[src/hw/rtl/bpp_pkg.sv]
// shared types, constants and helpers for the button packet parser
// depends on: nothing
package bpp_pkg;

    localparam int unsigned BYTE_W = 8;
    localparam int unsigned CMD_W  = 3;
    localparam int unsigned VOL_W  = 5;
    localparam int unsigned LED_W  = 4;

    // frame framing bytes
    localparam logic [BYTE_W-1:0] HDR_BYTE  = 8'h21;
    localparam logic [BYTE_W-1:0] TYPE_BYTE = 8'h42;

    // button codes
    localparam logic [BYTE_W-1:0] BTN_PLAY  = 8'h31;
    localparam logic [BYTE_W-1:0] BTN_STOP  = 8'h32;
    localparam logic [BYTE_W-1:0] BTN_SAVE  = 8'h33;
    localparam logic [BYTE_W-1:0] BTN_LOAD  = 8'h34;
    localparam logic [BYTE_W-1:0] BTN_VUP   = 8'h35;
    localparam logic [BYTE_W-1:0] BTN_VDOWN = 8'h36;

    // command codes reported on the result
    localparam logic [CMD_W-1:0] CMD_NONE  = 3'd0;
    localparam logic [CMD_W-1:0] CMD_PLAY  = 3'd1;
    localparam logic [CMD_W-1:0] CMD_STOP  = 3'd2;
    localparam logic [CMD_W-1:0] CMD_SAVE  = 3'd3;
    localparam logic [CMD_W-1:0] CMD_LOAD  = 3'd4;
    localparam logic [CMD_W-1:0] CMD_VUP   = 3'd5;
    localparam logic [CMD_W-1:0] CMD_VDOWN = 3'd6;

    // volume steps of 0.05
    localparam logic [VOL_W-1:0] VOL_MAX   = 5'd20;
    localparam logic [VOL_W-1:0] VOL_RESET = 5'd10;
    localparam logic [VOL_W-1:0] VOL_Q3    = 5'd15;
    localparam logic [VOL_W-1:0] VOL_Q1    = 5'd5;

    // bar patterns
    localparam logic [LED_W-1:0] LED_FULL = 4'hF;
    localparam logic [LED_W-1:0] LED_Q3   = 4'h7;
    localparam logic [LED_W-1:0] LED_HALF = 4'h3;
    localparam logic [LED_W-1:0] LED_Q1   = 4'h1;
    localparam logic [LED_W-1:0] LED_OFF  = 4'h0;

    // one result of a parsed byte
    typedef struct packed {
        logic             frame_ok;
        logic [CMD_W-1:0] command;
        logic             playing;
        logic [VOL_W-1:0] volume_level;
        logic [LED_W-1:0] level_leds;
    } t_result;

    // four-led volume bar
    function automatic logic [LED_W-1:0] bar_of(input logic [VOL_W-1:0] v);
        logic [LED_W-1:0] leds;
        if (v >= VOL_MAX) begin
            leds = LED_FULL;
        end else if (v >= VOL_Q3) begin
            leds = LED_Q3;
        end else if (v >= VOL_RESET) begin
            leds = LED_HALF;
        end else if (v >= VOL_Q1) begin
            leds = LED_Q1;
        end else begin
            leds = LED_OFF;
        end
        return leds;
    endfunction

endpackage

[src/hw/rtl/bpp_parser.sv]
// frame parser state machine, checksum check and volume/play state
// depends on: bpp_pkg
module bpp_parser (
    input  logic                          i_clk,
    input  logic                          i_rst_n,
    input  logic                          i_step,
    input  logic [bpp_pkg::BYTE_W-1:0]    i_byte,
    output bpp_pkg::t_result              o_result
);
    import bpp_pkg::*;

    typedef enum logic [4:0] {
        PH_HUNT   = 5'b00001,
        PH_TYPE   = 5'b00010,
        PH_BUTTON = 5'b00100,
        PH_HIT    = 5'b01000,
        PH_CHECK  = 5'b10000
    } t_phase;

    t_phase            r_phase, n_phase;
    logic [BYTE_W-1:0] r_button, n_button;
    logic [BYTE_W-1:0] r_hit, n_hit;
    logic [VOL_W-1:0]  r_volume, n_volume;
    logic              r_play, n_play;
    logic              frame_ok;
    logic [CMD_W-1:0]  command;
    logic [BYTE_W-1:0] want;

    // expected checksum: inverse of the byte sum of the frame so far
    assign want = ~(HDR_BYTE + TYPE_BYTE + r_button + r_hit);

    // next state and result for the byte in the input register
    always_comb begin
        n_phase  = r_phase;
        n_button = r_button;
        n_hit    = r_hit;
        n_volume = r_volume;
        n_play   = r_play;
        frame_ok = 1'b0;
        command  = CMD_NONE;
        case (r_phase)
            PH_TYPE: begin
                n_phase = (i_byte == TYPE_BYTE) ? PH_BUTTON : PH_HUNT;
            end
            PH_BUTTON: begin
                n_button = i_byte;
                n_phase  = PH_HIT;
            end
            PH_HIT: begin
                n_hit   = i_byte;
                n_phase = PH_CHECK;
            end
            PH_CHECK: begin
                n_phase = PH_HUNT;
                if (i_byte == want) begin
                    frame_ok = 1'b1;
                    case (r_button)
                        BTN_PLAY: begin
                            command = CMD_PLAY;
                            n_play  = 1'b1;
                        end
                        BTN_STOP: begin
                            command = CMD_STOP;
                            n_play  = 1'b0;
                        end
                        BTN_SAVE:  command = CMD_SAVE;
                        BTN_LOAD:  command = CMD_LOAD;
                        BTN_VUP: begin
                            command = CMD_VUP;
                            if (r_volume < VOL_MAX) begin
                                n_volume = r_volume + 1'b1;
                            end
                        end
                        BTN_VDOWN: begin
                            command = CMD_VDOWN;
                            if (r_volume != '0) begin
                                n_volume = r_volume - 1'b1;
                            end
                        end
                        default: command = CMD_NONE;
                    endcase
                end
            end
            default: begin
                n_phase = (i_byte == HDR_BYTE) ? PH_TYPE : PH_HUNT;
            end
        endcase
    end

    // result reflects the state after this byte
    assign o_result.frame_ok     = frame_ok;
    assign o_result.command      = command;
    assign o_result.playing      = n_play;
    assign o_result.volume_level = n_volume;
    assign o_result.level_leds   = bar_of(n_volume);

    // control state
    always_ff @(posedge i_clk) begin
        if (!i_rst_n) begin
            r_phase  <= PH_HUNT;
            r_volume <= VOL_RESET;
            r_play   <= 1'b0;
        end else if (i_step) begin
            r_phase  <= n_phase;
            r_volume <= n_volume;
            r_play   <= n_play;
        end
    end

    // frame bytes, always written before they are used
    always_ff @(posedge i_clk) begin
        if (i_step) begin
            r_button <= n_button;
            r_hit    <= n_hit;
        end
    end

endmodule

[src/hw/rtl/button_packet_parser_volume.sv]
// top level of the serial button packet parser with volume control
// depends on: bpp_pkg, bpp_parser
//
// channel   | direction | handshake          | payload
// ----------+-----------+--------------------+------------------------------------------
// rx byte   | in        | i_valid / o_ready  | i_rx_byte
// result    | out       | o_valid / i_ready  | o_frame_ok o_command o_playing
//           |           |                    | o_volume_level o_level_leds
//
// one byte per cycle sustained while i_ready holds; the result is valid once the accepted request has passed
// the input register, then the parser logic into the result register
// synchronous active-low reset: parser hunts for the header, volume 10, paused
// when the result is stalled the input register still takes one more request,
// then o_ready drops until the result register is taken
module button_packet_parser_volume (
    input  logic                        i_clk,
    input  logic                        i_rst_n,
    input  logic                        i_valid,
    output logic                        o_ready,
    input  logic [bpp_pkg::BYTE_W-1:0]  i_rx_byte,
    output logic                        o_valid,
    input  logic                        i_ready,
    output logic                        o_frame_ok,
    output logic [bpp_pkg::CMD_W-1:0]   o_command,
    output logic                        o_playing,
    output logic [bpp_pkg::VOL_W-1:0]   o_volume_level,
    output logic [bpp_pkg::LED_W-1:0]   o_level_leds
);
    import bpp_pkg::*;

    logic              r_in_valid;
    logic [BYTE_W-1:0] r_in_byte;
    logic              r_out_valid;
    t_result           r_out;
    t_result           result;
    logic              load_out;
    logic              step;

    // result register may load when empty or being drained
    assign load_out = !r_out_valid || i_ready;
    assign step     = r_in_valid && load_out;
    assign o_ready  = !r_in_valid || load_out;

    // input register
    always_ff @(posedge i_clk) begin
        if (!i_rst_n) begin
            r_in_valid <= 1'b0;
        end else if (o_ready) begin
            r_in_valid <= i_valid;
        end
    end

    always_ff @(posedge i_clk) begin
        if (i_valid && o_ready) begin
            r_in_byte <= i_rx_byte;
        end
    end

    // parser core
    bpp_parser u_parser (
        .i_clk    (i_clk),
        .i_rst_n  (i_rst_n),
        .i_step   (step),
        .i_byte   (r_in_byte),
        .o_result (result)
    );

    // result register
    always_ff @(posedge i_clk) begin
        if (!i_rst_n) begin
            r_out_valid <= 1'b0;
        end else if (load_out) begin
            r_out_valid <= r_in_valid;
        end
    end

    always_ff @(posedge i_clk) begin
        if (step) begin
            r_out <= result;
        end
    end

    assign o_valid        = r_out_valid;
    assign o_frame_ok     = r_out.frame_ok;
    assign o_command      = r_out.command;
    assign o_playing      = r_out.playing;
    assign o_volume_level = r_out.volume_level;
    assign o_level_leds   = r_out.level_leds;

endmodule

[config.mk]
export PLATFORM = sky130hd
export DESIGN_NAME = button_packet_parser_volume
export DESIGN_NICKNAME = d
export VERILOG_FILES = /design/src/hw/rtl/bpp_pkg.sv /design/src/hw/rtl/bpp_parser.sv /design/src/hw/rtl/button_packet_parser_volume.sv
export SDC_FILE = /design/constraint.sdc
export NUM_CORES = 1
export LEC_CHECK = 0
export ABC_CLOCK_PERIOD_IN_PS = 3500
export BUFFER_PORTS_ARGS = -buffer_cell sky130_fd_sc_hd__buf_2
export CORE_AREA = 2 2 85 87
export DETAILED_ROUTE_END_ITERATION = 7
export DIE_AREA = 0 0 87 89
export MAX_ROUTING_LAYER = met4
export PLACE_DENSITY = 0.66
export SETUP_SLACK_MARGIN = 0.3
export SLEW_MARGIN = 0
export SYNTH_ARGS = -nofsm -noshare
export SYNTH_HDL_FRONTEND = slang
export SYNTH_SLANG_ARGS = --single-unit
[constraint.sdc]
create_clock -name i_clk -period 3.5 [get_ports i_clk]
set_input_delay 0.175 -clock i_clk [delete_from_list [all_inputs] [get_ports i_clk]]
set_output_delay 0.175 -clock i_clk [all_outputs]
set_load 0.01 [all_outputs]
== Word-level counts from Yosys, hierarchy flattened ==
Cells that the tools add are included.
Operators by class
  divide/modulo/power cells: 0
  order comparisons: 5
  reductions and logical operators: 12
  multipliers: 0
  bitwise gates (word level): 1
  add/sub/neg operators: 4
  shift operators: 0
  multiplexer cells: 16
  eq/ne operators: 13
Operator list (count)
  8-bit by 6-bit == test with 1-bit output, second input constant: 7
  5-bit 2-to-1 mux: 4
  5-bit one-hot mux with 4 select lines: 1
  3-bit one-hot mux with 6 select lines: 1
  5-bit by 4-bit >= comparator with 1-bit output, second input constant: 2
  5-bit one-hot mux with 2 select lines: 1
  7-bit by 8-bit adder with 8-bit output, first input constant: 1
  8-bit adder: 1
  8-bit by 7-bit == test with 1-bit output, second input constant: 1
  8-bit == test: 1
  4-bit 2-to-1 mux: 2
  8-bit inverter: 1
  2-bit AND reduction: 3
  5-bit by 1-bit adder with 5-bit output, second input constant: 1
  5-bit by 2-bit == test with 1-bit output, second input constant: 1
  5-bit by 3-bit == test with 1-bit output, second input constant: 1
  5-bit by 4-bit == test with 1-bit output, second input constant: 1
  5-bit == test, second input constant: 1
  5-bit by 3-bit >= comparator with 1-bit output, second input constant: 1
  5-bit >= comparator, second input constant: 1
  5-bit < comparator, second input constant: 1
  5-bit nonzero test: 1
  5-bit by 1-bit subtractor with 5-bit output, second input constant: 1
  1-bit 2-to-1 mux: 4
  8 further kinds: 11
Storage, ports and cells
  bits in latches: 0
  memory bits (writable): 0
  memories kept: 0
  register bits: 51
  bits in read-only memories: 0
  bits of input ports: 12

== Depth between registers and ports, before layout ==
  depth after elaboration: 10
  depth in mapped cells: 15
  gate-level depth less buffers: 15

== Modules after synthesis ==
From an unflattened synthesis, not the netlist that was laid out.
Second synthesis, totals
  cells, all modules: 246
  area total of the unflattened synthesis: 2768.9 um^2
By module, submodules not included
  bpp_parser: seq. area each 700.7 um^2, instances 1, area each 2004.4 um^2, cells an instance 215
  button_packet_parser_volume: seq. area each 700.7 um^2, instances 1, area each 764.5 um^2, cells an instance 31

== Least setup slack after synthesis ==
OpenSTA, ideal clock, no wires.
  path kind: register -> register
  from: register u_parser.r_button[1]
  to: register r_out, in the netlist o_level_leds[0], data pin
  path buffers: 0
  slack: 0.288 ns
  arrival: 2.933 ns
  stages on the path, launching flop included: 15
  data required time: 3.222 ns
  cells stage by stage: edfxtp_1 inv_1 ha_1 inv_1 ha_1 inv_1 fa_1 xor2_1 nor3_1 nand3_1 a2111oi_4 o211ai_1 xnor2_2 o31ai_1 nand3_1
RTL lines
  start: declaration: RTL line bpp_parser.sv:21  | logic [BYTE_W-1:0] r_button, n_button;
  start signal: assignment: RTL line bpp_parser.sv:113  | r_button <= n_button;
  end signal: assignment: RTL line button_packet_parser_volume.sv:79  | r_out <= result;
  end: declaration: RTL line button_packet_parser_volume.sv:34  | t_result r_out;

== Worst setup path in the final report ==
  from: register u_parser.r_button[1]
  to: register r_out, in the netlist o_level_leds[2], data pin
Between the ends
  longest elaborated chain between the ends: 8
  elaborated cells between the ends (all ways): 12
  classes of those cells: add/sub: 2; order compare: 2; eq/ne: 3; mux: 3; bitwise: 1; reduce/logical: 1
Ends and longest elaborated chain
  7-bit by 8-bit adder with 8-bit output: RTL line bpp_parser.sv:30  | assign want = ~(HDR_BYTE + TYPE_BYTE + r_button + r_hit);
  8-bit adder: RTL line bpp_parser.sv:30
  8-bit inverter: RTL line bpp_parser.sv:30
  8-bit == test: RTL line bpp_parser.sv:55  | if (i_byte == want) begin
  5-bit 2-to-1 mux *: RTL line bpp_parser.sv:55
  5-bit 2-to-1 mux *: RTL line bpp_parser.sv:41  | case (r_phase)
  5-bit by 4-bit >= comparator with 1-bit output or 5-bit >= comparator (tied branches): RTL line bpp_pkg.sv:58, bpp_pkg.sv:56
  2-bit OR reduction (no source line) *
Every way passes the cells marked *; elsewhere a longest branch is shown, timed or not.
A chain may end at the register's enable or synchronous reset.

==> impl_summary.log <==
INFO  metric grt_pass1_vias = 1852
INFO  metric cts_root_buf = clkbuf_8
INFO  metric initial_core_util = 39.98%
INFO  metric drt-total-wl = 5342 um
INFO  metric groute.usage.overall = 14.93%
INFO  metric die_width = 87 um
INFO  metric critical_path_required = 3.63 ns
INFO  metric final_min_period_over_clock_period = 91.46%
INFO  metric drtIter0Drc = 118
INFO  metric numClockSinks = 51
INFO  metric cts_inserted_buffers = 5
INFO  metric synth_edf_count = 38
INFO  metric cts_h_tree_depth = 2
INFO  metric drv_slew = 0
INFO  metric syn_nets = 271
INFO  metric placement.io_buffers = 27
INFO  metric cp_max_fo = 6
INFO  metric hp-class = input port to flip-flop
INFO  metric final_nets = 320
INFO  metric ir_drop = 0.0001944 V
INFO  metric post_synth_num_cell_types = 53
INFO  metric synth-seq-area-share = 52.17%
INFO  metric top_cells_by_instance_count_after_synthesis = edfxtp_1 (38), inv_1 (29), nand2_1 (21), ha_1 (15), dfxtp_1 (13)
INFO  metric finalSetupViolations = 0
INFO  metric row_count = 30
INFO  metric rsz0062_at_grt = yes
INFO  metric timing_hold_violations_final = 0
INFO  metric cp-end-kind = flip-flop
INFO  metric coreArea = 6719 sq um
INFO  metric grt_overflow = 0
INFO  metric die_area = 7743 sq um
INFO  metric most_frequently_used_flop_master_after_synthesis = edfxtp_1
INFO  metric synth.most_common_cell = edfxtp_1
INFO  metric yosys.area.top_type_share = 42.48%
INFO  metric worst_setup_hold_path_clk_slew = 0.09 ns
INFO  metric met3_wirelength = 244 um
INFO  metric top_layer_used = met4
INFO  metric area_growth_syn_to_layout = 21.75%
INFO  metric hold_path_startpoint = i_rx_byte[7]
INFO  metric tightest_slew = 0.7510 ns
INFO  metric cp_data_arrival_time = 3.33 ns
INFO  metric power_per_cell_area = 354.7 nW/um^2
INFO  metric die_y = 89 um
INFO  metric routed_via_density = 5.260
INFO  metric outcome = finished clean
INFO  metric worstReg2RegStart = u_parser.r_button[1]
INFO  metric post-route-drc-count = 0
INFO  metric clk_latency = 0.30 ns
INFO  metric grt_pass1_wl = 8652 um
INFO  metric finalInstanceArea = 3271 sq um
INFO  metric number_of_antenna_violations_at_the_first_check_in_global_routing = 0
INFO  metric clock_path_buffers = 2
INFO  metric dr.pass1.iters = 4
INFO  metric share_of_flip_flops_with_an_asynchronous_set_or_reset = 0%
INFO  metric syn_inst = 243
INFO  metric dpl-instance-area = 2948 sq um
INFO  metric yosys-top-cells-area = edfxtp_1 (42%), dfxtp_1 (9.7%), ha_1 (7.0%)
INFO  metric gpl.final_weighted_congestion = 0.8976
INFO  metric synth.yosys.warnings = 0
INFO  metric dp_hpwl = 3680 um
INFO  metric pin_count = 28
INFO  metric grt_start_max_net_pins = 20
INFO  metric synth_area = 2686 sq um
INFO  metric setup_crit_start = u_parser.r_button[1]
INFO  metric relSlewSlack = 49.93%
INFO  metric detail-route-antenna-nets = 0
INFO  metric postSynthAreaPerCell = 11.05 sq um
INFO  metric critical_path_class = flip-flop to flip-flop
INFO  metric met1_length = 2571 um
INFO  metric worst_setup_path_start_kind = flip-flop
INFO  metric synth-seq-cells = 51
INFO  metric max_cap_viol_count = 0
INFO  metric achievable-frequency = 0.3124 GHz
INFO  metric detailroute.via_count = 1962
INFO  metric drt_wl_cell = 14.32 um
INFO  metric post-synth-top-area-cell = edfxtp_1
INFO  metric ratio_of_cells_with_drive_above_1_in_the_final_layout = 26.62%
INFO  metric cts_tree = built
INFO  metric diodes = 0
INFO  metric wl_met2 = 2394 um
INFO  metric tns = 0 ns
INFO  metric min_period = 3.201 ns
INFO  metric clock_tree_skew_after_final_layout = 0.009416 ns
INFO  metric leakagePower = 1.270 nW
## worst paths after layout
path	depth (start not counted)	to	slack [ns]
hold reg to reg	1	o_valid	0.52
hold / removal	1	r_in_byte[7]	0.04
setup reg to reg	15	o_level_leds[2]	0.30
setup / recovery	15	o_level_leds[2]	0.30
## worst max-delay path, cell delays in order (launching register included)
cell and delay, ns:
edfxtp_1 0.42, inv_2 0.10, ha_4 0.19, inv_2 0.06, ha_4 0.12, inv_2 0.03, fa_1 0.44, nand3b_1 0.18
nand2_2 0.08, xnor2_1 0.10, a2111oi_4 0.47, nand2_4 0.16, inv_8 0.10, mux2i_4 0.26, o21ai_1 0.10, o31ai_1 0.20
## area by class of cell
type | count | area [sq um]
inverters | 30 | 120.1
flip-flops and latches | 51 | 1401
clock buffers | 6 | 72.57
repair buffers | 47 | 285.3
well taps | 80 | 100.1
fillers | 614 | 3448
clock inverters | 2 | 37.54
multi-input cells | 157 | 1254
## state kept, by name, indices dropped and copies added (netlist names)
| signal | count |
|---|---|
| r_in_byte | 8 |
| u_parser.r_button | 8 |
| u_parser.r_hit | 8 |
| o_volume_level | 5 |
| u_parser.r_phase | 5 |
| u_parser.r_volume | 5 |
| o_level_leds | 4 |
| o_command | 3 |
| o_frame_ok | 1 |
| o_playing | 1 |
| o_valid | 1 |
| r_in_valid | 1 |
| u_parser.r_play | 1 |
## placed cells by master (no fill, tap or decap), drive strengths merged, types with 2 or more instances in the layout
master / synthesis / routed
buf: 0 / 47
o31ai: 3 / 3
edfxtp: 38 / 38
nand3: 5 / 5
o32ai: 2 / 2
a21oi: 13 / 13
nor4bb: 2 / 2
a31oi: 5 / 5
clkbuf: 5 / 6
and2: 3 / 3
a21o: 4 / 4
a21boi: 2 / 2
dfxtp: 13 / 13
o21ai: 7 / 7
xnor2: 11 / 11
xor2: 5 / 5
nor2: 8 / 8
nor4: 4 / 4
nor3: 7 / 7
nand2: 22 / 22
nand2b: 3 / 3
inv: 29 / 30
or3: 2 / 2
nand4: 2 / 2
nor2b: 5 / 5
mux2i: 2 / 2
a2111oi: 3 / 3
ha: 15 / 15
o211ai: 6 / 6
## logic make-up (layout without fill, tap and decap cells)
kind of cell / Yosys count / after routing / share of synthesized area [%]
and+or+nand+nor: 71 / 71 / 14.72
AOI/OAI and AO/OA: 52 / 52 / 14.07
DFF: 51 / 51 / 52.17
buffers and inverters: 35 / 85 / 5.077
adders and majority gates: 16 / 16 / 7.732
xor gates and xnor gates: 16 / 16 / 5.496
muxes: 2 / 2 / 0.7453
## stage by stage
step / total power, mW / util (%) / setup slack (ns) / hold slack, ns / std cells
floorplan: 0.7377 / - / 0.3698 / 0.2739 / 243
global placement: 0.7629 / 43.87 / 0.2019 / 0.3523 / 351
detailed placement: 0.7649 / 43.87 / 0.06974 / 0.3531 / 351
CTS: 1.174 / 47.62 / 0.2329 / 0.02646 / 371
global route: 1.212 / 48.68 / 0.1130 / 0.01044 / 373
finish: 1.160 / 48.68 / 0.2990 / 0.03740 / 373
## per-layer routing
metal	track usage (%)	up-vias
li1	-	978
met1	19.53	906
met2	22.62	64
met3	3.047	14
met4	6.250	0
met5	-	-
## power by group
part / internal [mW] / switching (mW) / leakage [nW] / total [mW]
clock network: 0.213 / 0.194 / 0.0514 / 0.407
logic: 0.0302 / 0.0405 / 0.763 / 0.0707
registers: 0.667 / 0.0156 / 0.456 / 0.682
## repair_timing
action	CTS	global route
pin swaps	12	9
gates resized for setup	12	9
endpoints found under the setup margin	11	17
hold buffers	0	0
cloned	0	0
setup buffers	12	2
Power figures use the tool's default switching activity.
